$ cat src/rtl/ddo_pkg.sv
`default_nettype none
// ----------------------------------------------------------------------------
// ddo_pkg: shared types and constants of the odometry integrator
// Holds the fixed formats, register indexes, the controller-to-datapath
// command word and the CORDIC arctangent table.
// ----------------------------------------------------------------------------
package ddo_pkg;

    localparam int CFG_INDEX_WIDTH = 8;
    localparam int CFG_DATA_WIDTH  = 32;

    localparam logic [CFG_INDEX_WIDTH-1:0] REG_DIST_PER_COUNT = 8'd0;
    localparam logic [CFG_INDEX_WIDTH-1:0] REG_TURN_PER_COUNT = 8'd1;

    localparam logic [31:0] DIST_PER_COUNT_RESET = 32'd13422;
    localparam logic [31:0] TURN_PER_COUNT_RESET = 32'd1093664;

    localparam int POS_WIDTH     = 48;
    localparam int HEADING_WIDTH = 32;
    localparam int ANGLE_WIDTH   = 32;

    // CORDIC vectors in Q1.30 and residual angle in binary-angle units, with headroom.
    localparam int CORDIC_STEPS = 24;
    localparam int ITER_WIDTH   = 5;
    localparam int CORDIC_WIDTH = 34;
    localparam logic signed [CORDIC_WIDTH-1:0] CORDIC_GAIN = 34'sh0_26DD_3B6A;

    // Shared multiplier: 33-bit operand A by 32-bit operand B.
    localparam int MUL_A_WIDTH = 33;
    localparam int MUL_B_WIDTH = 32;
    localparam int PROD_WIDTH  = MUL_A_WIDTH + MUL_B_WIDTH;

    localparam int DMAG_WIDTH = 63;
    localparam int INC_WIDTH  = 63;
    localparam logic [INC_WIDTH-1:0] INC_CAP = 63'h4000_0000_0000_0000;

    localparam int SUM_WIDTH = 64;
    localparam logic signed [SUM_WIDTH-1:0] POS_MAX = 64'sh0000_7FFF_FFFF_FFFF;
    localparam logic signed [SUM_WIDTH-1:0] POS_MIN = -64'sh0000_8000_0000_0000;

    typedef enum logic [2:0] {
        MUL_NONE,
        MUL_DIST,
        MUL_TURN,
        MUL_X_LO,
        MUL_X_HI,
        MUL_Y_LO,
        MUL_Y_HI
    } mul_op_t;

    typedef struct packed {
        logic                  start;
        logic                  cordic_step;
        logic [ITER_WIDTH-1:0] iter;
        mul_op_t               mul_op;
        logic                  latch_trig;
        logic                  commit;
    } ddo_cmd_t;

    function automatic logic [ANGLE_WIDTH-1:0] atan_turn(input logic [ITER_WIDTH-1:0] idx);
        logic [ANGLE_WIDTH-1:0] val;
        case (idx)
            5'd0:    val = 32'h2000_0000;
            5'd1:    val = 32'h12E4_051E;
            5'd2:    val = 32'h09FB_385B;
            5'd3:    val = 32'h0511_11D4;
            5'd4:    val = 32'h028B_0D43;
            5'd5:    val = 32'h0145_D7E1;
            5'd6:    val = 32'h00A2_F61E;
            5'd7:    val = 32'h0051_7C55;
            5'd8:    val = 32'h0028_BE53;
            5'd9:    val = 32'h0014_5F2F;
            5'd10:   val = 32'h000A_2F98;
            5'd11:   val = 32'h0005_17CC;
            5'd12:   val = 32'h0002_8BE6;
            5'd13:   val = 32'h0001_45F3;
            5'd14:   val = 32'h0000_A2FA;
            5'd15:   val = 32'h0000_517D;
            5'd16:   val = 32'h0000_28BE;
            5'd17:   val = 32'h0000_145F;
            5'd18:   val = 32'h0000_0A30;
            5'd19:   val = 32'h0000_0518;
            5'd20:   val = 32'h0000_028C;
            5'd21:   val = 32'h0000_0146;
            5'd22:   val = 32'h0000_00A3;
            5'd23:   val = 32'h0000_0051;
            default: val = 32'h0000_0000;
        endcase
        return val;
    endfunction

endpackage
`default_nettype wire

$ cat src/rtl/ddo_datapath.sv
`default_nettype none
// ----------------------------------------------------------------------------
// ddo_datapath: arithmetic of the odometry integrator
// Configuration registers, the iterative CORDIC, one shared multiplier with
// tagged write-back, and the saturating pose accumulators.
// ----------------------------------------------------------------------------
module ddo_datapath #(
    parameter int COUNT_WIDTH = 16
) (
    input  wire logic                                      clk,
    input  wire logic                                      rst_n,
    input  wire ddo_pkg::ddo_cmd_t                         cmd,
    input  wire logic                                      cfg_write,
    input  wire logic [ddo_pkg::CFG_INDEX_WIDTH-1:0]       cfg_index,
    input  wire logic [ddo_pkg::CFG_DATA_WIDTH-1:0]        cfg_data,
    input  wire logic signed [COUNT_WIDTH-1:0]             left_count,
    input  wire logic signed [COUNT_WIDTH-1:0]             right_count,
    output      logic signed [ddo_pkg::POS_WIDTH-1:0]      pose_x,
    output      logic signed [ddo_pkg::POS_WIDTH-1:0]      pose_y,
    output      logic [ddo_pkg::HEADING_WIDTH-1:0]         pose_heading
);
    import ddo_pkg::*;

    localparam int CMSB = CORDIC_WIDTH - 1;

    function automatic logic signed [POS_WIDTH-1:0] sat_add(
        input logic signed [POS_WIDTH-1:0] acc,
        input logic                        neg,
        input logic [INC_WIDTH-1:0]        mag
    );
        logic signed [SUM_WIDTH-1:0] acc_w;
        logic signed [SUM_WIDTH-1:0] mag_w;
        logic signed [SUM_WIDTH-1:0] sum_w;
        acc_w = SUM_WIDTH'(acc);
        mag_w = signed'({1'b0, mag});
        sum_w = neg ? (acc_w - mag_w) : (acc_w + mag_w);
        if (sum_w > POS_MAX)
        begin
            sum_w = POS_MAX;
        end
        else if (sum_w < POS_MIN)
        begin
            sum_w = POS_MIN;
        end
        return POS_WIDTH'(sum_w);
    endfunction

    // Configuration
    logic [31:0] dpc_reg;
    logic [31:0] tpc_reg;

    // Per-item operands
    logic                    sum_neg_reg;
    logic [COUNT_WIDTH:0]    sum_mag_reg;
    logic [31:0]             diff_reg;
    logic signed [COUNT_WIDTH:0] left_ext;
    logic signed [COUNT_WIDTH:0] right_ext;
    logic signed [COUNT_WIDTH:0] sum_cw;
    logic signed [COUNT_WIDTH:0] diff_cw;
    logic signed [MUL_A_WIDTH-1:0] diff_wide;

    // CORDIC
    logic signed [CORDIC_WIDTH-1:0] cx_reg;
    logic signed [CORDIC_WIDTH-1:0] cy_reg;
    logic signed [CORDIC_WIDTH-1:0] cz_reg;
    logic                           flip_reg;
    logic                           flip;
    logic [ANGLE_WIDTH-1:0]         angle;
    logic signed [CORDIC_WIDTH-1:0] dx;
    logic signed [CORDIC_WIDTH-1:0] dy;
    logic signed [CORDIC_WIDTH-1:0] step_angle;
    logic [CORDIC_WIDTH-1:0]        cx_abs;
    logic [CORDIC_WIDTH-1:0]        cy_abs;

    // Trig magnitudes and signs
    logic [MUL_B_WIDTH-1:0] cmag_reg;
    logic [MUL_B_WIDTH-1:0] smag_reg;
    logic                   cneg_reg;
    logic                   sneg_reg;

    // Shared multiplier
    logic [MUL_A_WIDTH-1:0] mul_a;
    logic [MUL_B_WIDTH-1:0] mul_b;
    logic [PROD_WIDTH-1:0]  prod_reg;
    mul_op_t                tag_reg;

    // Results of the multiplier schedule
    logic [DMAG_WIDTH-1:0]    dmag_reg;
    logic [HEADING_WIDTH-1:0] dth_reg;
    logic [63:0]              lo_reg;
    logic [INC_WIDTH-1:0]     inc_x_reg;
    logic [INC_WIDTH-1:0]     inc_y_reg;
    logic [PROD_WIDTH-1:0]    dist_round;
    logic [INC_WIDTH-1:0]     inc_sum;
    logic [INC_WIDTH-1:0]     inc_capped;

    // Accumulators
    logic signed [POS_WIDTH-1:0] x_acc_reg;
    logic signed [POS_WIDTH-1:0] y_acc_reg;
    logic [HEADING_WIDTH-1:0]    heading_reg;

    assign pose_x       = x_acc_reg;
    assign pose_y       = y_acc_reg;
    assign pose_heading = heading_reg;

    assign left_ext  = {left_count[COUNT_WIDTH-1], left_count};
    assign right_ext = {right_count[COUNT_WIDTH-1], right_count};
    assign sum_cw    = left_ext + right_ext;
    assign diff_cw   = right_ext - left_ext;
    assign diff_wide = MUL_A_WIDTH'(diff_cw);

    // Headings in the left half-plane are rotated by half a turn first.
    assign flip  = heading_reg[31] ^ heading_reg[30];
    assign angle = flip ? (heading_reg + 32'h8000_0000) : heading_reg;

    assign dx         = cy_reg >>> cmd.iter;
    assign dy         = cx_reg >>> cmd.iter;
    assign step_angle = signed'(CORDIC_WIDTH'(atan_turn(cmd.iter)));
    assign cx_abs     = cx_reg[CMSB] ? CORDIC_WIDTH'(-cx_reg) : CORDIC_WIDTH'(cx_reg);
    assign cy_abs     = cy_reg[CMSB] ? CORDIC_WIDTH'(-cy_reg) : CORDIC_WIDTH'(cy_reg);

    always_comb
    begin
        case (cmd.mul_op)
            MUL_DIST:
            begin
                mul_a = MUL_A_WIDTH'(sum_mag_reg);
                mul_b = dpc_reg;
            end
            MUL_TURN:
            begin
                mul_a = MUL_A_WIDTH'(diff_reg);
                mul_b = tpc_reg;
            end
            MUL_X_LO:
            begin
                mul_a = MUL_A_WIDTH'(dmag_reg[31:0]);
                mul_b = cmag_reg;
            end
            MUL_X_HI:
            begin
                mul_a = MUL_A_WIDTH'(dmag_reg[DMAG_WIDTH-1:32]);
                mul_b = cmag_reg;
            end
            MUL_Y_LO:
            begin
                mul_a = MUL_A_WIDTH'(dmag_reg[31:0]);
                mul_b = smag_reg;
            end
            MUL_Y_HI:
            begin
                mul_a = MUL_A_WIDTH'(dmag_reg[DMAG_WIDTH-1:32]);
                mul_b = smag_reg;
            end
            default:
            begin
                mul_a = '0;
                mul_b = '0;
            end
        endcase
    end

    // A negative distance is halved rounding toward minus infinity.
    assign dist_round = {1'b0, prod_reg[63:0]} + PROD_WIDTH'(sum_neg_reg);

    // Increment = hi * 4 + lo / 2^30, capped at 2^62.
    assign inc_sum = INC_WIDTH'({prod_reg[59:0], 2'b00}) + INC_WIDTH'(lo_reg[63:30]);
    assign inc_capped = ((prod_reg[PROD_WIDTH-1:60] != '0) || (inc_sum > INC_CAP))
                        ? INC_CAP : inc_sum;

    always_ff @(posedge clk or negedge rst_n)
    begin
        if (!rst_n)
        begin
            dpc_reg     <= DIST_PER_COUNT_RESET;
            tpc_reg     <= TURN_PER_COUNT_RESET;
            tag_reg     <= MUL_NONE;
            x_acc_reg   <= '0;
            y_acc_reg   <= '0;
            heading_reg <= '0;
        end
        else
        begin
            if (cfg_write)
            begin
                if (cfg_index == REG_DIST_PER_COUNT)
                begin
                    dpc_reg <= cfg_data;
                end
                else if (cfg_index == REG_TURN_PER_COUNT)
                begin
                    tpc_reg <= cfg_data;
                end
            end
            tag_reg <= cmd.mul_op;
            if (cmd.commit)
            begin
                x_acc_reg   <= sat_add(x_acc_reg, sum_neg_reg != cneg_reg, inc_x_reg);
                y_acc_reg   <= sat_add(y_acc_reg, sum_neg_reg == sneg_reg, inc_y_reg);
                heading_reg <= heading_reg + dth_reg;
            end
        end
    end

    always_ff @(posedge clk)
    begin
        prod_reg <= PROD_WIDTH'(mul_a) * PROD_WIDTH'(mul_b);

        if (cmd.start)
        begin
            sum_neg_reg <= sum_cw[COUNT_WIDTH];
            sum_mag_reg <= sum_cw[COUNT_WIDTH] ? (COUNT_WIDTH + 1)'(-sum_cw)
                                               : (COUNT_WIDTH + 1)'(sum_cw);
            diff_reg    <= diff_wide[31:0];
            flip_reg    <= flip;
            cx_reg      <= CORDIC_GAIN;
            cy_reg      <= '0;
            cz_reg      <= CORDIC_WIDTH'(signed'(angle));
        end
        else if (cmd.cordic_step)
        begin
            if (!cz_reg[CMSB])
            begin
                cx_reg <= cx_reg - dx;
                cy_reg <= cy_reg + dy;
                cz_reg <= cz_reg - step_angle;
            end
            else
            begin
                cx_reg <= cx_reg + dx;
                cy_reg <= cy_reg - dy;
                cz_reg <= cz_reg + step_angle;
            end
        end

        if (cmd.latch_trig)
        begin
            cmag_reg <= cx_abs[MUL_B_WIDTH-1:0];
            smag_reg <= cy_abs[MUL_B_WIDTH-1:0];
            // The half-turn flip negates both results.
            cneg_reg <= flip_reg ? (!cx_reg[CMSB] && (cx_reg != '0)) : cx_reg[CMSB];
            sneg_reg <= flip_reg ? (!cy_reg[CMSB] && (cy_reg != '0)) : cy_reg[CMSB];
        end

        case (tag_reg)
            MUL_DIST: dmag_reg  <= dist_round[DMAG_WIDTH:1];
            MUL_TURN: dth_reg   <= prod_reg[HEADING_WIDTH-1:0];
            MUL_X_LO: lo_reg    <= prod_reg[63:0];
            MUL_X_HI: inc_x_reg <= inc_capped;
            MUL_Y_LO: lo_reg    <= prod_reg[63:0];
            MUL_Y_HI: inc_y_reg <= inc_capped;
            default:  lo_reg    <= lo_reg;
        endcase
    end

endmodule
`default_nettype wire

$ cat config.mk
export PLATFORM = sky130hd
export DESIGN_NAME = ddo_datapath
export DESIGN_NICKNAME = d
export VERILOG_FILES = /design/src/rtl/ddo_pkg.sv /design/src/rtl/ddo_datapath.sv
export SDC_FILE = /design/constraint.sdc
export NUM_CORES = 2
export LEC_CHECK = 0
export BUFFER_PORTS_ARGS = -buffer_cell sky130_fd_sc_hd__buf_2
export CORE_MARGIN = 5
export CORE_UTILIZATION = 60
export DETAILED_ROUTE_END_ITERATION = 10
export PLACE_DENSITY = 0.79
export SETUP_SLACK_MARGIN = 0.02
export SYNTH_ARGS = -nofsm -noshare
export SYNTH_HDL_FRONTEND = slang
export SYNTH_SLANG_ARGS = --single-unit
$ cat constraint.sdc
create_clock -name clk -period 9.56 [get_ports clk]
set_input_delay 2.39 -clock clk [delete_from_list [all_inputs] [get_ports clk]]
set_output_delay 2.39 -clock clk [all_outputs]
set_load 0.02 [all_outputs]
==> summary.txt <==
Timing
  – Max_slew headroom: 27.9%
  – Fin crit period: 10620 ps
  – Fmax: 94.2 MHz
  – Setup tns final: -20010 ps
  – Max Slew Vio Count: 0
  – Fin worst setup slack: -1060 ps
  – RSZ-0062 raised after global routing: yes
  – Slew @ Worst Pin: 1080 ps
  – Hold slack: 507 ps
  – Setup Skew: 45.6 ps
  – Hold Vio Cnt, Final: 0
  – Period utilization: 111%
  – Final setup viols: 33

Global routing
  – Largest net degree at the start of global routing: 83
  – Met3 GRT Util: 9.64%
  – First-pass GRT wire length: 470000 µm
  – Met2 Use GR: 62.3%
  – Gr ovfl total: 0
  – Gr busiest metal: met2
  – Initial antenna violation count: 23
  – Number of global-route vias before repair: 77.8k
  – Met1 Use GR: 52.3%
  – GRT Util Overall: 40.2%

Worst setup path
  – Worst r2r src: dpc_reg[2]
  – Max Fanout on Critical Path: 6
  – Setup CP Type: input pin to register
  – Critical Path Start Type: input pin
  – WP data required: 10110 ps
  – R2R setup slack: 710 ps
  – Delay of the slowest cell on the worst path: 610 ps
  – Crit. End Element: register
  – CP startpoint: cmd[3]
  – CP arrival: 11170 ps
  – Most frequent CP cell: fa_1
  – Crit-path slowest cell: fa_2

Final layout
  – Layout net count: 11.9k
  – Non-filler cells, final: 12.3k
  – Share of post-route cells with drive strength above 1: 15.2%
  – Synthesis-to-finish area growth: 14.5%
  – Max reg flops: 65

Yosys
  – Async S/R FF share, synth: 27.2%
  – Top FF cell, synth: edfxtp_1
  – Synth area leader: fa_1
  – Area share of the largest cell type after synthesis: 20.7%
  – Mean post-synth cell area: 8.94 µm²
  – Count of unique library cells instantiated by Yosys: 110
  – Top-count cell post-synth: nor2_1
  – Syn Nets: 11.4k
  – Number of synthesized flops with an enable pin: 390
  – Synthesis-stage register bit count: 718
  – Post-Syn Instances: 9791
  – Synth Warn #: 0
  – Post-synthesis sequential area ratio: 22.0%
  – Netlist Area Pre-Place: 0.0876 mm²
  – Area contributors post-synth: fa_1 21%, edfxtp_1 13%, ha_1 8.6%
  – Synth cell count leaders: 1166 x nor2_1, 1114 x inv_1, 993 x nand2_1

Die
  – Total die area: 0.154 mm²
  – Rows: 140
  – Die width: 392 µm
  – Initial Util: 60.2%
  – Chip height: 392 µm
  – Ports: 215
  – Core ar.: 0.145 mm²

Detailed routing
  – Via count: 78.0k
  – DRT antenna net count: 0
  – Remaining routing DRC violations: 0
  – Routed WL: 314000 µm
  – Vias/cell: 6.34
  – Starting DRC count in detailed routing: 8350
  – Drt first pass iters: 6
  – Routed WL per cell: 25.5 µm

Outcome
  – Violated checks: negative setup slack
  – Outcome: complete, but fails checks

Clock tree
  – CTS clk-pin slew, worst paths: 70 ps
  – Worst-Skew Late Latency: 700 ps
  – Clk sinks: 718
  – Bufs on Longest Clock Path: 3
  – CTS buffer count: 76
  – CTS tree: yes
  – Root buf cell: clkbuf_16
  – CTS HTree Levels: 3

Min path
  – Hold Crit Start: tpc_reg[28]
  – Hold WC Path Type: register to register

Place
  – Placed insts: 12.1k
  – GP Congestion: 1.10
  – Pre-CTS WS: -2050 ps
  – Input/output buffers: 214
  – DP Wirelength: 253000 µm

Flow run
  – MaxCap Viol Count: 0
critical path, delay by kind of cell:
family | cells | cell delay (ps)
fa+ha+maj | 9 | 3880
compound gates | 11 | 2650
buf+inv | 9 | 1090
simple gates | 6 | 950
xor+xnor | 1 | 150
final timing paths:
kind / to / depth (start not counted)
worst max-delay path: prod_reg[61] / 36
worst min-delay path: tpc_reg[28] / 1
worst max register to register: prod_reg[61] / 33
worst min register to register: tpc_reg[28] / 1
max in group asynchronous: tpc_reg[10] / 2
min in group asynchronous: pose_x[43] / 1
area by class of cell:
class / instances / area (µm²)
clock buffer: 92 / 2040
clock inverter: 47 / 609
multi-input combinational: 7425 / 63300
sequential: 718 / 19300
timing repair buffer: 977 / 8400
inverter: 1115 / 4190
fill: 11284 / 45100
antenna: 20 / 50.0
tap: 1917 / 2400
logic make-up (layout without fill, tap and decap cells):
kind of cell | Yosys count | after routing | share of synthesized area [%]
compound gates | 1912 | 1912 | 14.2
xor+xnor | 696 | 696 | 6.98
fa+ha+maj | 1509 | 1509 | 29.3
buf+inv | 1648 | 2231 | 7.35
flops | 718 | 718 | 22.0
mux | 306 | 306 | 4.91
other cells | 0 | 20 | 0
simple gates | 3002 | 3002 | 15.2
metrics by stage:
stage / utilization, % / area [µm²]
finish: 69.0 / 100000
floorplan: - / 88300
detailed placement: 66.2 / 96300
global route: 68.9 / 100000
CTS: 68.5 / 99600
global placement: 66.2 / 96300
placed cells by master (no fill, tap or decap), types with 53 or more instances in the layout:
cell type,n
nor2b_1,59
ha_1,584
fa_1,891
a21o_1,193
and3_1,72
inv_1,1109
edfxtp_1,390
nand4_1,80
mux2i_1,104
o21ai_0,355
nor2_1,1145
o21bai_1,70
buf_4,632
nand2_1,991
clkbuf_16,76
a21oi_1,518
a22oi_1,58
a31oi_1,75
xnor2_1,440
dfxtp_1,133
buf_12,116
nand2b_1,74
xor2_1,240
nand3_1,142
buf_2,204
or3_1,55
nor3_1,124
mux4_2,79
o21a_1,53
mux2_2,116
dfrtp_1,182
o22ai_1,70
per-layer routing:
| metal | share of wire [%] | vias to the layer above |
|---|---|---|
| met2 | 44 | 4485 |
| met4 | 7.2 | 4 |
| li1 | - | 34229 |
| met3 | 11 | 1115 |
| met5 | 0.0096 | - |
| met1 | 38 | 38170 |
what timing repair did:
action,CTS,global route
setup buffers,33,17
gates resized for setup,78,102
pin swaps,56,77
endpoints found under the setup margin,34,37
gates cloned,2,0
hold buffers,0,0
Power is not shown: default switching activity piles up to over one toggle a cycle in this logic, so the estimate is an artifact.
