[src/rtl/ddo_pkg.sv]
`default_nettype none
// ----------------------------------------------------------------------------
// ddo_pkg: shared types and constants of the odometry integrator
// Holds the fixed formats, register indexes, the controller-to-datapath
// command word and the CORDIC arctangent table.
// ----------------------------------------------------------------------------
package ddo_pkg;

    localparam int CFG_INDEX_WIDTH = 8;
    localparam int CFG_DATA_WIDTH  = 32;

    localparam logic [CFG_INDEX_WIDTH-1:0] REG_DIST_PER_COUNT = 8'd0;
    localparam logic [CFG_INDEX_WIDTH-1:0] REG_TURN_PER_COUNT = 8'd1;

    localparam logic [31:0] DIST_PER_COUNT_RESET = 32'd13422;
    localparam logic [31:0] TURN_PER_COUNT_RESET = 32'd1093664;

    localparam int POS_WIDTH     = 48;
    localparam int HEADING_WIDTH = 32;
    localparam int ANGLE_WIDTH   = 32;

    // CORDIC vectors in Q1.30 and residual angle in binary-angle units, with headroom.
    localparam int CORDIC_STEPS = 24;
    localparam int ITER_WIDTH   = 5;
    localparam int CORDIC_WIDTH = 34;
    localparam logic signed [CORDIC_WIDTH-1:0] CORDIC_GAIN = 34'sh0_26DD_3B6A;

    // Shared multiplier: 33-bit operand A by 32-bit operand B.
    localparam int MUL_A_WIDTH = 33;
    localparam int MUL_B_WIDTH = 32;
    localparam int PROD_WIDTH  = MUL_A_WIDTH + MUL_B_WIDTH;

    localparam int DMAG_WIDTH = 63;
    localparam int INC_WIDTH  = 63;
    localparam logic [INC_WIDTH-1:0] INC_CAP = 63'h4000_0000_0000_0000;

    localparam int SUM_WIDTH = 64;
    localparam logic signed [SUM_WIDTH-1:0] POS_MAX = 64'sh0000_7FFF_FFFF_FFFF;
    localparam logic signed [SUM_WIDTH-1:0] POS_MIN = -64'sh0000_8000_0000_0000;

    typedef enum logic [2:0] {
        MUL_NONE,
        MUL_DIST,
        MUL_TURN,
        MUL_X_LO,
        MUL_X_HI,
        MUL_Y_LO,
        MUL_Y_HI
    } mul_op_t;

    typedef struct packed {
        logic                  start;
        logic                  cordic_step;
        logic [ITER_WIDTH-1:0] iter;
        mul_op_t               mul_op;
        logic                  latch_trig;
        logic                  commit;
    } ddo_cmd_t;

    function automatic logic [ANGLE_WIDTH-1:0] atan_turn(input logic [ITER_WIDTH-1:0] idx);
        logic [ANGLE_WIDTH-1:0] val;
        case (idx)
            5'd0:    val = 32'h2000_0000;
            5'd1:    val = 32'h12E4_051E;
            5'd2:    val = 32'h09FB_385B;
            5'd3:    val = 32'h0511_11D4;
            5'd4:    val = 32'h028B_0D43;
            5'd5:    val = 32'h0145_D7E1;
            5'd6:    val = 32'h00A2_F61E;
            5'd7:    val = 32'h0051_7C55;
            5'd8:    val = 32'h0028_BE53;
            5'd9:    val = 32'h0014_5F2F;
            5'd10:   val = 32'h000A_2F98;
            5'd11:   val = 32'h0005_17CC;
            5'd12:   val = 32'h0002_8BE6;
            5'd13:   val = 32'h0001_45F3;
            5'd14:   val = 32'h0000_A2FA;
            5'd15:   val = 32'h0000_517D;
            5'd16:   val = 32'h0000_28BE;
            5'd17:   val = 32'h0000_145F;
            5'd18:   val = 32'h0000_0A30;
            5'd19:   val = 32'h0000_0518;
            5'd20:   val = 32'h0000_028C;
            5'd21:   val = 32'h0000_0146;
            5'd22:   val = 32'h0000_00A3;
            5'd23:   val = 32'h0000_0051;
            default: val = 32'h0000_0000;
        endcase
        return val;
    endfunction

endpackage
`default_nettype wire

[src/rtl/ddo_ctrl.sv]
`default_nettype none
// ----------------------------------------------------------------------------
// ddo_ctrl: sequencer of the odometry integrator
// Steps the datapath through the CORDIC iterations, the multiplier schedule
// and the final commit, and owns both handshakes.
// ----------------------------------------------------------------------------
module ddo_ctrl (
    input  wire logic              clk,
    input  wire logic              rst_n,
    input  wire logic              item_valid,
    output      logic              item_stall,
    output      logic              pose_valid,
    input  wire logic              pose_stall,
    output      ddo_pkg::ddo_cmd_t cmd
);
    import ddo_pkg::*;

    typedef enum logic [3:0] {
        ST_IDLE,
        ST_CORDIC,
        ST_TRIG,
        ST_MUL_XL,
        ST_MUL_XH,
        ST_MUL_YL,
        ST_MUL_YH,
        ST_DRAIN,
        ST_COMMIT
    } state_t;

    localparam logic [ITER_WIDTH-1:0] LAST_ITER = ITER_WIDTH'(CORDIC_STEPS - 1);

    state_t                state_reg;
    logic [ITER_WIDTH-1:0] iter_reg;
    logic                  pose_valid_reg;
    logic                  out_free;

    assign item_stall = (state_reg != ST_IDLE);
    assign pose_valid = pose_valid_reg;
    // The pose registers may only move once the previous result has been taken.
    assign out_free   = !pose_valid_reg || !pose_stall;

    always_comb
    begin
        cmd             = '0;
        cmd.mul_op      = MUL_NONE;
        cmd.iter        = iter_reg;
        case (state_reg)
            ST_IDLE:   cmd.start = item_valid;
            ST_CORDIC:
            begin
                cmd.cordic_step = 1'b1;
                // The distance and turn products run alongside the rotation.
                if (iter_reg == '0)
                begin
                    cmd.mul_op = MUL_DIST;
                end
                else if (iter_reg == ITER_WIDTH'(1))
                begin
                    cmd.mul_op = MUL_TURN;
                end
            end
            ST_TRIG:   cmd.latch_trig = 1'b1;
            ST_MUL_XL: cmd.mul_op = MUL_X_LO;
            ST_MUL_XH: cmd.mul_op = MUL_X_HI;
            ST_MUL_YL: cmd.mul_op = MUL_Y_LO;
            ST_MUL_YH: cmd.mul_op = MUL_Y_HI;
            ST_DRAIN:  cmd.mul_op = MUL_NONE;
            ST_COMMIT: cmd.commit = out_free;
            default:   cmd.mul_op = MUL_NONE;
        endcase
    end

    always_ff @(posedge clk or negedge rst_n)
    begin
        if (!rst_n)
        begin
            state_reg      <= ST_IDLE;
            iter_reg       <= '0;
            pose_valid_reg <= 1'b0;
        end
        else
        begin
            if (cmd.commit)
            begin
                pose_valid_reg <= 1'b1;
            end
            else if (pose_valid_reg && !pose_stall)
            begin
                pose_valid_reg <= 1'b0;
            end
            case (state_reg)
                ST_IDLE:
                begin
                    iter_reg <= '0;
                    if (item_valid)
                    begin
                        state_reg <= ST_CORDIC;
                    end
                end
                ST_CORDIC:
                begin
                    iter_reg <= iter_reg + ITER_WIDTH'(1);
                    if (iter_reg == LAST_ITER)
                    begin
                        state_reg <= ST_TRIG;
                    end
                end
                ST_TRIG:   state_reg <= ST_MUL_XL;
                ST_MUL_XL: state_reg <= ST_MUL_XH;
                ST_MUL_XH: state_reg <= ST_MUL_YL;
                ST_MUL_YL: state_reg <= ST_MUL_YH;
                ST_MUL_YH: state_reg <= ST_DRAIN;
                ST_DRAIN:  state_reg <= ST_COMMIT;
                ST_COMMIT:
                begin
                    if (out_free)
                    begin
                        state_reg <= ST_IDLE;
                    end
                end
                default:   state_reg <= ST_IDLE;
            endcase
        end
    end

endmodule
`default_nettype wire

[config.mk]
export PLATFORM = sky130hd
export DESIGN_NAME = ddo_ctrl
export DESIGN_NICKNAME = d
export VERILOG_FILES = /design/src/rtl/ddo_pkg.sv /design/src/rtl/ddo_ctrl.sv
export SDC_FILE = /design/constraint.sdc
export NUM_CORES = 1
export LEC_CHECK = 0
export BUFFER_PORTS_ARGS = -buffer_cell sky130_fd_sc_hd__buf_2
export CAP_MARGIN = 5
export CORE_MARGIN = 1.5
export CORE_UTILIZATION = 49
export CTS_CLUSTER_DIAMETER = 60
export DETAILED_ROUTE_END_ITERATION = 12
export HOLD_SLACK_MARGIN = 0.15
export PLACE_DENSITY = 0.79
export SLEW_MARGIN = 40
export SYNTH_ARGS = -nofsm -noshare
export SYNTH_HDL_FRONTEND = slang
export SYNTH_SLANG_ARGS = --single-unit
[constraint.sdc]
create_clock -name clk -period 1.6 [get_ports clk]
set_input_delay 0 -clock clk [delete_from_list [all_inputs] [get_ports clk]]
set_output_delay 0 -clock clk [all_outputs]
set_load 0.01 [all_outputs]
==> results of run 1 <==
-- worst paths after layout --
check	end	cells past startpoint	slack [ps]	startpoint
max	cmd[11]	4	50	state_reg[2]
min	pose_valid	4	520	pose_stall
max reg2reg	state_reg[0]	5	250	iter_reg[1]
min reg2reg	pose_valid	2	580	pose_valid
max in group asynchronous	state_reg[1]	3	500	rst_n
min in group asynchronous	iter_reg[1]	3	750	rst_n
-- metrics by stage --
stage / hold slack [ps] / TNS, ps / instance area, µm²
2_1_floorplan: -296 / 0 / 648
3_5_place_dp: -122 / 0 / 708
4_1_cts: 526 / 0 / 773
3_3_place_gp: -126 / 0 / 708
6_report: 523 / 0 / 810
5_1_grt: 537 / -1.17 / 810
-- worst max-delay path, stage by stage (launching register included) --
cell      delay, ps
dfrtp_2         480
or3_4           440
nand2b_4        160
nor2_2           70
buf_2           130
-- kinds of logic (layout without fill, tap and decap cells) --
| group | Yosys count | in the layout | share of synthesized area, % |
|---|---|---|---|
| compound gates | 15 | 15 | 13.3 |
| xor+xnor | 4 | 4 | 5.41 |
| fa+ha+maj | 3 | 3 | 5.79 |
| buf+inv | 10 | 33 | 9.46 |
| flops | 10 | 10 | 38.6 |
| mux | 1 | 1 | 1.54 |
| simple gates | 28 | 28 | 25.9 |
-- layout by cell type (no fill, tap or decap), types with 2 or more instances in the layout --
| cell | instances |
|---|---|
| inv_1 | 5 |
| buf_4 | 4 |
| o21ai_0 | 6 |
| nand2_1 | 10 |
| dfrtp_2 | 4 |
| dlygate4sd3_1 | 4 |
| dfrtp_1 | 6 |
| ha_1 | 3 |
| nand3b_1 | 3 |
| clkbuf_4 | 3 |
| buf_2 | 17 |
| o22ai_1 | 2 |
| xor2_1 | 3 |
| nor2_2 | 2 |
| a21oi_1 | 4 |
| nand3_1 | 3 |
-- per-layer routing --
| layer | GRT usage [%] | vias up | wire, µm | part of all wire (%) |
|---|---|---|---|---|
| li1 | - | 288 | - | - |
| met1 | 29.7 | 275 | 710 | 48 |
| met2 | 35.4 | 13 | 691 | 46 |
| met3 | 5.11 | 2 | 71 | 4.8 |
| met4 | 7.76 | 0 | 14 | 0.94 |
| met5 | 0 | - | 0 | 0 |
-- repair_timing --
action | CTS | global route
setup endpoints to repair | 1 | 3
hold endpoints to repair | 13 | 0
setup buffers | 0 | 4
pin swaps | 0 | 1
gates resized for setup | 2 | 4
hold buffers | 4 | 0
-- power by group --
| group | internal [W] | leakage (nW) | switching (W) |
|---|---|---|---|
| clock | 0.0000870 | 0.0138 | 0.0000856 |
| combinational | 0.000377 | 0.268 | 0.000393 |
| sequential | 0.000341 | 0.126 | 0.000163 |
-- cell type report --
cell class,instances,area share (%)
Sequential cell,10,31.5
Clock buffer,3,2.78
Multi-Input combinational cell,51,42.0
Timing Repair Buffer,25,19.2
Tap cell,14,2.16
Inverter,5,2.32
==> flow_metrics.py, run 1 <==
metrics = {
    "global_routing": {
        "antenna_found_initial": 0,
        "grt.overflow.total": 0,
        "grt_pass1_vias": 484,
        "grt_max_degree": 11,
        "grtUsageTotal_pct": 22.4,
        "grt_first_pass_wirelength_um": 2270,
    },
    "final_layout": {
        "regArea_um2": 255,
        "final_cells": 108,
        "multi_input_area_um2": 340,
        "area_growth_syn_to_layout_pct": 24.9,
        "n_fill_cell": 92,
        "final_util_pct": 69.1,
        "largest_reg_flops": 5,
        "antenna_cells_inserted": 0,
        "drive_gt1_share_pct": 36.2,
        "nets": 103,
    },
    "route": {
        "first_pass_iters": 4,
        "drt-total-wl_um": 1490,
        "viasPerCell": 5.35,
        "num_vias": 578,
        "ant_nets": 0,
        "route.detailed.drc": 0,
        "drt_iter0_drc": 20,
        "detail_route.wl_per_cell_um": 13.8,
    },
    "critical_path": {
        "crit_path_start_kind": "flop",
        "crit_type": "flop to output pin",
        "cp-end-kind": "output pin",
        "worstPathMaxFanout": 9,
        "critPathRequiredTime_ps": 1600,
        "cp_data_arrival_time_ps": 1550,
    },
    "clocking": {
        "clkTransAtPathRegs_ps": 60,
        "clk_latency_ps": 270,
        "cts_tree": "yes",
        "clockRootBuffer": "clkbuf_4",
        "cts_max_level": 1,
        "cts_sinks": 10,
        "cts_buffer_depth": 2,
        "numCtsBuffers": 3,
    },
    "synthesis": {
        "synth_nets": 78,
        "syn_avg_cell_area_um2": 9.13,
        "synth_largest_type_area_fraction_pct": 38.6,
        "synth-seq-cells": 10,
        "ys_types": 29,
        "synth-main-ff-cell": "dfrtp_1",
        "synth_enable_flop_cells": 0,
        "synth_area_um2": 648,
        "yosys-top-cells-count": "dfrtp_1, nand2_1, o21ai_0, inv_1, a21oi_1",
        "synth_area_leaders": "dfrtp_1, ha_1, nand2_1",
        "async_flop_share_pct": 100,
        "yosysSeqAreaShare_pct": 38.6,
        "yosysTopAreaCell": "dfrtp_1",
        "synth_cells": 71,
        "yosysWarnings": 0,
    },
    "placed_design": {
        "dp_hpwl_um": 955,
        "dp.cells": 97,
        "io_buffers": 17,
        "post-place-ws_ps": 277,
        "gp_congestion": 0.791,
    },
    "timing": {
        "max_freq_mhz": 643,
        "fin_skew_ps": 1.88,
        "min_period_ps": 1550,
        "relSlewSlack_pct": 68.4,
        "final_max_slew_viol_count": 0,
        "setup_viol": 0,
        "finalCritPeriodShare_pct": 97.2,
        "worst_pin_slew_ps": 472,
        "hold_viol": 0,
        "worst_slack_ps": 45.1,
    },
    "power_and_ir_drop": {
        "p_leak_nw": 0.408,
        "power_density_mw_per_mm2": 1790,
        "worst_ir_drop_vdd_mv": 0.899,
        "power_w": 0.00145,
    },
    "floorplanning": {
        "start_util_pct": 55.3,
        "core_area_mm2": 0.00117,
        "ios": 18,
        "die_w_um": 39.4,
        "row_count": 12,
        "die_area_mm2": 0.00155,
        "die_y_um": 39.4,
    },
    "status": {
        "status": "completed",
    },
    "min_path": {
        "holdCritPathClass": "input pin to flop",
    },
    "run": {
        "maxCapViolCount": 0,
    },
}
No activity file was read; power rests on OpenSTA's default activity.
==> inputs of run 2 (changes only) <==
--- a/config.mk
+++ b/config.mk
@@ -7,7 +7,6 @@
 export LEC_CHECK = 0
 export BUFFER_PORTS_ARGS = -buffer_cell sky130_fd_sc_hd__buf_2
 export CAP_MARGIN = 5
-export CORE_MARGIN = 1.5
 export CORE_UTILIZATION = 49
 export CTS_CLUSTER_DIAMETER = 60
 export DETAILED_ROUTE_END_ITERATION = 12
==> run 2 against run 1 <==
- global-route usage rose by 2.6 points
- setup slack improved by 18 ps
- power rose by 13%
- via count rose by 6.1%
- final area rose by 9.1%
- maximum frequency rose by 1.1%
- largest power group unchanged
- hold slack got worse by 15 ps
- clock-buffer cell count rose by 1
- sequential power fell by 3%
- clock power rose by 38%
==> flow_metrics.py, run 2 (synthesis gave the netlist of run 1 again) <==
metrics = {
    "status": {
        "status": "completed",
    },
    "timing": {
        "min_period_ps": 1540,
        "worst_pin_slew_ps": 469,
        "fin_skew_ps": 6.16,
        "setup_viol": 0,
        "worst_slack_ps": 62.7,
        "final_max_slew_viol_count": 0,
        "finalCritPeriodShare_pct": 96.1,
        "tns_ps": 0,
        "max_freq_mhz": 650,
        "relSlewSlack_pct": 68.6,
        "hold_viol": 0,
    },
    "critical_path": {
        "crit_type": "flop to output pin",
        "critPathRequiredTime_ps": 1600,
        "cp-end-kind": "output pin",
        "crit_path_start_kind": "flop",
        "cp_data_arrival_time_ps": 1540,
        "worstPathMaxFanout": 7,
    },
    "global_routing": {
        "grt.overflow.total": 0,
        "use_met3_pct": 8.72,
        "grt_most_used_layer": "met2",
        "grtUsageTotal_pct": 25.0,
        "met2_usage_pct": 34.7,
        "grt_first_pass_wirelength_um": 2310,
        "grt_max_degree": 11,
        "grt_pass1_vias": 484,
        "use_met1_pct": 32.7,
        "antenna_found_initial": 0,
    },
    "placed_design": {
        "io_buffers": 17,
        "gp_congestion": 0.829,
        "post-place-ws_ps": 284,
        "dp_hpwl_um": 961,
        "placed_area_um2": 716,
    },
    "clocking": {
        "clkTransAtPathRegs_ps": 70,
        "cts_buffer_depth": 2,
        "cts_tree": "yes",
        "clk_latency_ps": 280,
        "clockRootBuffer": "clkbuf_4",
        "cts_sinks": 10,
        "cts_max_level": 1,
        "numCtsBuffers": 3,
    },
    "final_layout": {
        "final_cell_mix": "buf_2, nand2_1, buf_4, o21ai_0, dfrtp_2",
        "antenna_cells_inserted": 0,
        "drive_gt1_share_pct": 44.6,
        "area_growth_syn_to_layout_pct": 36.3,
        "largest_reg_flops": 5,
        "nets": 109,
        "final_cell_area_um2": 883,
        "layout.cells.most_common": "buf_2",
    },
    "route": {
        "drt_iter0_drc": 9,
        "ant_nets": 0,
        "route.detailed.drc": 0,
        "num_vias": 613,
        "drt-total-wl_um": 1580,
        "first_pass_iters": 4,
        "detail_route.wl_per_cell_um": 13.8,
        "viasPerCell": 5.33,
    },
    "power_and_ir_drop": {
        "p_leak_nw": 0.444,
        "power_density_mw_per_mm2": 1840,
        "worst_ir_drop_vdd_mv": 1.10,
    },
    "floorplanning": {
        "core_area_mm2": 0.00117,
        "ios": 18,
        "start_util_pct": 55.3,
        "die_w_um": 38.4,
        "row_count": 12,
        "die_y_um": 38.4,
        "die_area_mm2": 0.00147,
    },
    "run": {
        "maxCapViolCount": 0,
    },
    "min_path": {
        "holdCritPathClass": "input pin to flop",
    },
}
-- run 2: layout make-up --
cell class | count | area [µm²]
repair buffers | 31 | 200
well taps | 14 | 17.5
clock buffers | 4 | 36.3
inverters | 5 | 18.8
multi-input cells | 51 | 353
flip-flops and latches | 10 | 258
fillers | 94 | 288
-- run 2: repair_timing --
item	CTS	global route
setup endpoints to repair	2	3
endpoints found under the hold margin	13	0
hold buffers	4	0
buffers inserted	0	9
gates resized for setup	2	9
pin swaps	1	3
-- run 2: path summary, 6_finish.rpt --
| kind | start | end | slack (ps) | cells after the start |
|---|---|---|---|---|
| setup / recovery | state_reg[1] | cmd[11] | 60 | 4 |
| hold / removal | pose_stall | pose_valid | 510 | 4 |
| setup reg to reg | iter_reg[1] | state_reg[0] | 230 | 5 |
| hold reg to reg | pose_valid | pose_valid | 530 | 2 |
| max in group asynchronous | rst_n | state_reg[0] | 530 | 3 |
| min in group asynchronous | rst_n | iter_reg[4] | 720 | 3 |
-- run 2: report_power, final --
part	leakage (nW)	switching, W	internal (W)	total, W
combinational	0.299	0.000447	0.000457	0.000904
sequential	0.124	0.000142	0.000343	0.000486
clock	0.0210	0.0000998	0.000139	0.000239
total	0.444	0.000689	0.000939	0.00163
-- run 2: per-layer routing --
layer	vias to the layer above	share of wire [%]	routed length, µm
met5	-	0	0
met4	0	2.7	42
met3	5	6.9	110
met2	23	48	757
met1	286	43	674
li1	299	-	-
-- run 2: stage by stage --
stage | utilization, % | std cells | total power [W] | hold slack (ps)
after global routing | 75.4 | 115 | 0.00173 | 540
final | 75.4 | 115 | 0.00163 | 509
after global placement | 61.1 | 98 | 0.00117 | -125
after detailed placement | 61.1 | 98 | 0.00119 | -125
after CTS | 67.9 | 106 | 0.00145 | 502
after floorplan | - | 71 | 0.00104 | -296
-- run 2: worst max-delay path, cell delays in order (launching register included) --
cell and delay [ps]:
dfrtp_2 460, or3_4 450, nand2b_4 160, nor2_2 60, buf_2 120
==> inputs of run 3 (changes only) <==
==> constraint.sdc (replaced) <==
create_clock -name clk -period 1.54 [get_ports clk]
set_input_delay 0 -clock clk [delete_from_list [all_inputs] [get_ports clk]]
set_output_delay 0 -clock clk [all_outputs]
set_load 0.01 [all_outputs]
==> run 3 against run 2 <==
- register-to-register slack got worse by 80 ps
- final area grew 2.4%
- clock skew shrank 3.1 ps
- power is 5.2% higher
- flip-flop and latch count unchanged
- sequential power up 6.2%
- combinational power grew 13%
- sequential share of layout area decreased by 0.55 points
- non-clock buffer count up 3
- hold slack better by 39 ps
- critical path type unchanged
- largest cell class unchanged
==> flow_metrics.py, run 3 (synthesis gave the netlist of run 1 again) <==
metrics = {
    "power_and_ir_drop": {
        "comb_power_share_pct": 59.6,
        "power_density_mw_per_mm2": 1890,
        "p_clk_share_pct": 10.3,
        "seqPwrFrac_pct": 30.1,
        "sw_frac_of_total_pct": 43.4,
        "power_w": 0.00171,
        "worst_ir_drop_vdd_mv": 1.00,
        "p_int_w": 0.000969,
        "p_switching_w": 0.000744,
        "p_leak_nw": 0.455,
    },
    "placed_design": {
        "placed_area_um2": 716,
        "io_buffers": 17,
        "gp_congestion": 0.829,
        "dp_hpwl_um": 914,
        "dp.cells": 98,
    },
    "floorplanning": {
        "ios": 18,
        "core_area_mm2": 0.00117,
        "start_util_pct": 55.3,
        "die_w_um": 38.4,
        "row_count": 12,
        "die_y_um": 38.4,
        "die_area_mm2": 0.00147,
    },
    "status": {
        "status": "completed",
    },
    "global_routing": {
        "grtUsageTotal_pct": 20.9,
        "grt_first_pass_wirelength_um": 2080,
        "grt_pass1_vias": 485,
        "grt.overflow.total": 0,
        "antenna_found_initial": 0,
        "grt_max_degree": 11,
    },
    "clocking": {
        "clk_latency_ps": 260,
        "cts_max_level": 1,
        "clkTransAtPathRegs_ps": 60,
        "cts_tree": "yes",
        "cts_sinks": 10,
        "cts_buffer_depth": 2,
        "numCtsBuffers": 3,
        "clockRootBuffer": "clkbuf_4",
    },
    "timing": {
        "fin_skew_ps": 3.07,
        "hold_viol": 0,
        "relSlewSlack_pct": 68.1,
        "finalCritPeriodShare_pct": 98.5,
        "max_freq_mhz": 659,
        "timing.hold.ws_ps": 548,
        "setup_viol": 0,
        "final_max_slew_viol_count": 0,
        "min_period_ps": 1520,
        "grt_setup_unrepaired": "yes",
        "worst_pin_slew_ps": 476,
    },
    "route": {
        "drt-total-wl_um": 1710,
        "first_pass_iters": 4,
        "ant_nets": 0,
        "route.detailed.drc": 0,
        "viasPerCell": 5.74,
        "drt_iter0_drc": 17,
        "num_vias": 671,
        "detail_route.wl_per_cell_um": 14.6,
    },
    "critical_path": {
        "cp_data_arrival_time_ps": 1520,
        "critPathRequiredTime_ps": 1540,
        "crit_type": "flop to output pin",
        "worstPathMaxFanout": 7,
        "crit_path_start_kind": "flop",
        "cp-end-kind": "output pin",
    },
    "final_layout": {
        "final_cell_mix": "buf_2, buf_4, nand2_1, dfrtp_2, o21ai_0",
        "final_cells": 117,
        "drive_gt1_share_pct": 47.6,
        "area_growth_syn_to_layout_pct": 39.6,
        "final_cell_area_um2": 905,
        "n_fill_cell": 74,
        "antenna_cells_inserted": 0,
        "layout.cells.most_common": "buf_2",
        "nets": 112,
        "largest_reg_flops": 5,
    },
    "min_path": {
        "holdCritPathClass": "flop to flop",
    },
    "run": {
        "maxCapViolCount": 0,
    },
}
[run 3: what timing repair did]
item                                    CTS  global route
endpoints found under the hold margin    13             0
gates resized for setup                   6             9
endpoints found under the setup margin    3             3
hold buffers                              4             0
buffers inserted                          0            12
pin swaps                                 1             4
[run 3: worst paths after layout]
path,startpoint,to,slack [ps],cells past startpoint
max in group asynchronous,rst_n,state_reg[0],440,3
worst min-delay path,pose_valid,pose_valid,550,2
worst min register to register,pose_valid,pose_valid,550,2
worst max-delay path,state_reg[2],cmd[11],20,4
worst max register to register,iter_reg[1],state_reg[1],150,5
min in group asynchronous,rst_n,iter_reg[4],750,3
[run 3: cell type report]
| class | instances | area, µm² | share of cell area, % |
|---|---|---|---|
| Multi-Input combinational cell | 51 | 364 | 40.2 |
| Sequential cell | 10 | 259 | 28.6 |
| Inverter | 5 | 18.8 | 2.07 |
| Timing Repair Buffer | 34 | 223 | 24.6 |
| Clock buffer | 3 | 22.5 | 2.49 |
| Tap cell | 14 | 17.5 | 1.94 |
[run 3: through the flow]
| stage | utilization, % | TNS, ps | worst slack [ps] |
|---|---|---|---|
| floorplan | - | 0 | 130 |
| finish | 77.2 | 0 | 22.8 |
| global placement | 61.1 | 0 | 239 |
| CTS | 67.2 | 0 | 1.54 |
| detailed placement | 61.1 | 0 | 198 |
| global route | 77.2 | -73.2 | -53.2 |
[run 3: per-layer routing]
| layer | track usage [%] | share of wire, % | vias to the layer above |
|---|---|---|---|
| met2 | 31.8 | 48 | 27 |
| met5 | 0 | 0 | - |
| met1 | 27.5 | 45 | 331 |
| met3 | 5.23 | 4.8 | 5 |
| li1 | - | - | 308 |
| met4 | 10.3 | 1.8 | 0 |
[run 3: power by group through the flow]
| stage | clock, W | combinational (W) | sequential (W) |
|---|---|---|---|
| floorplan | 0 | 0.000649 | 0.000426 |
| global placement | 0 | 0.000712 | 0.000498 |
| detailed placement | 0 | 0.000734 | 0.000501 |
| CTS | 0.000184 | 0.000755 | 0.000510 |
| global route | 0.000190 | 0.00112 | 0.000531 |
| finish | 0.000177 | 0.00102 | 0.000516 |
[run 3: critical path, cell delays in order (launching register included)]
cell and delay [ps]:
dfrtp_2 450, or3_4 450, nand2b_4 160, nor2_2 70, buf_2 130
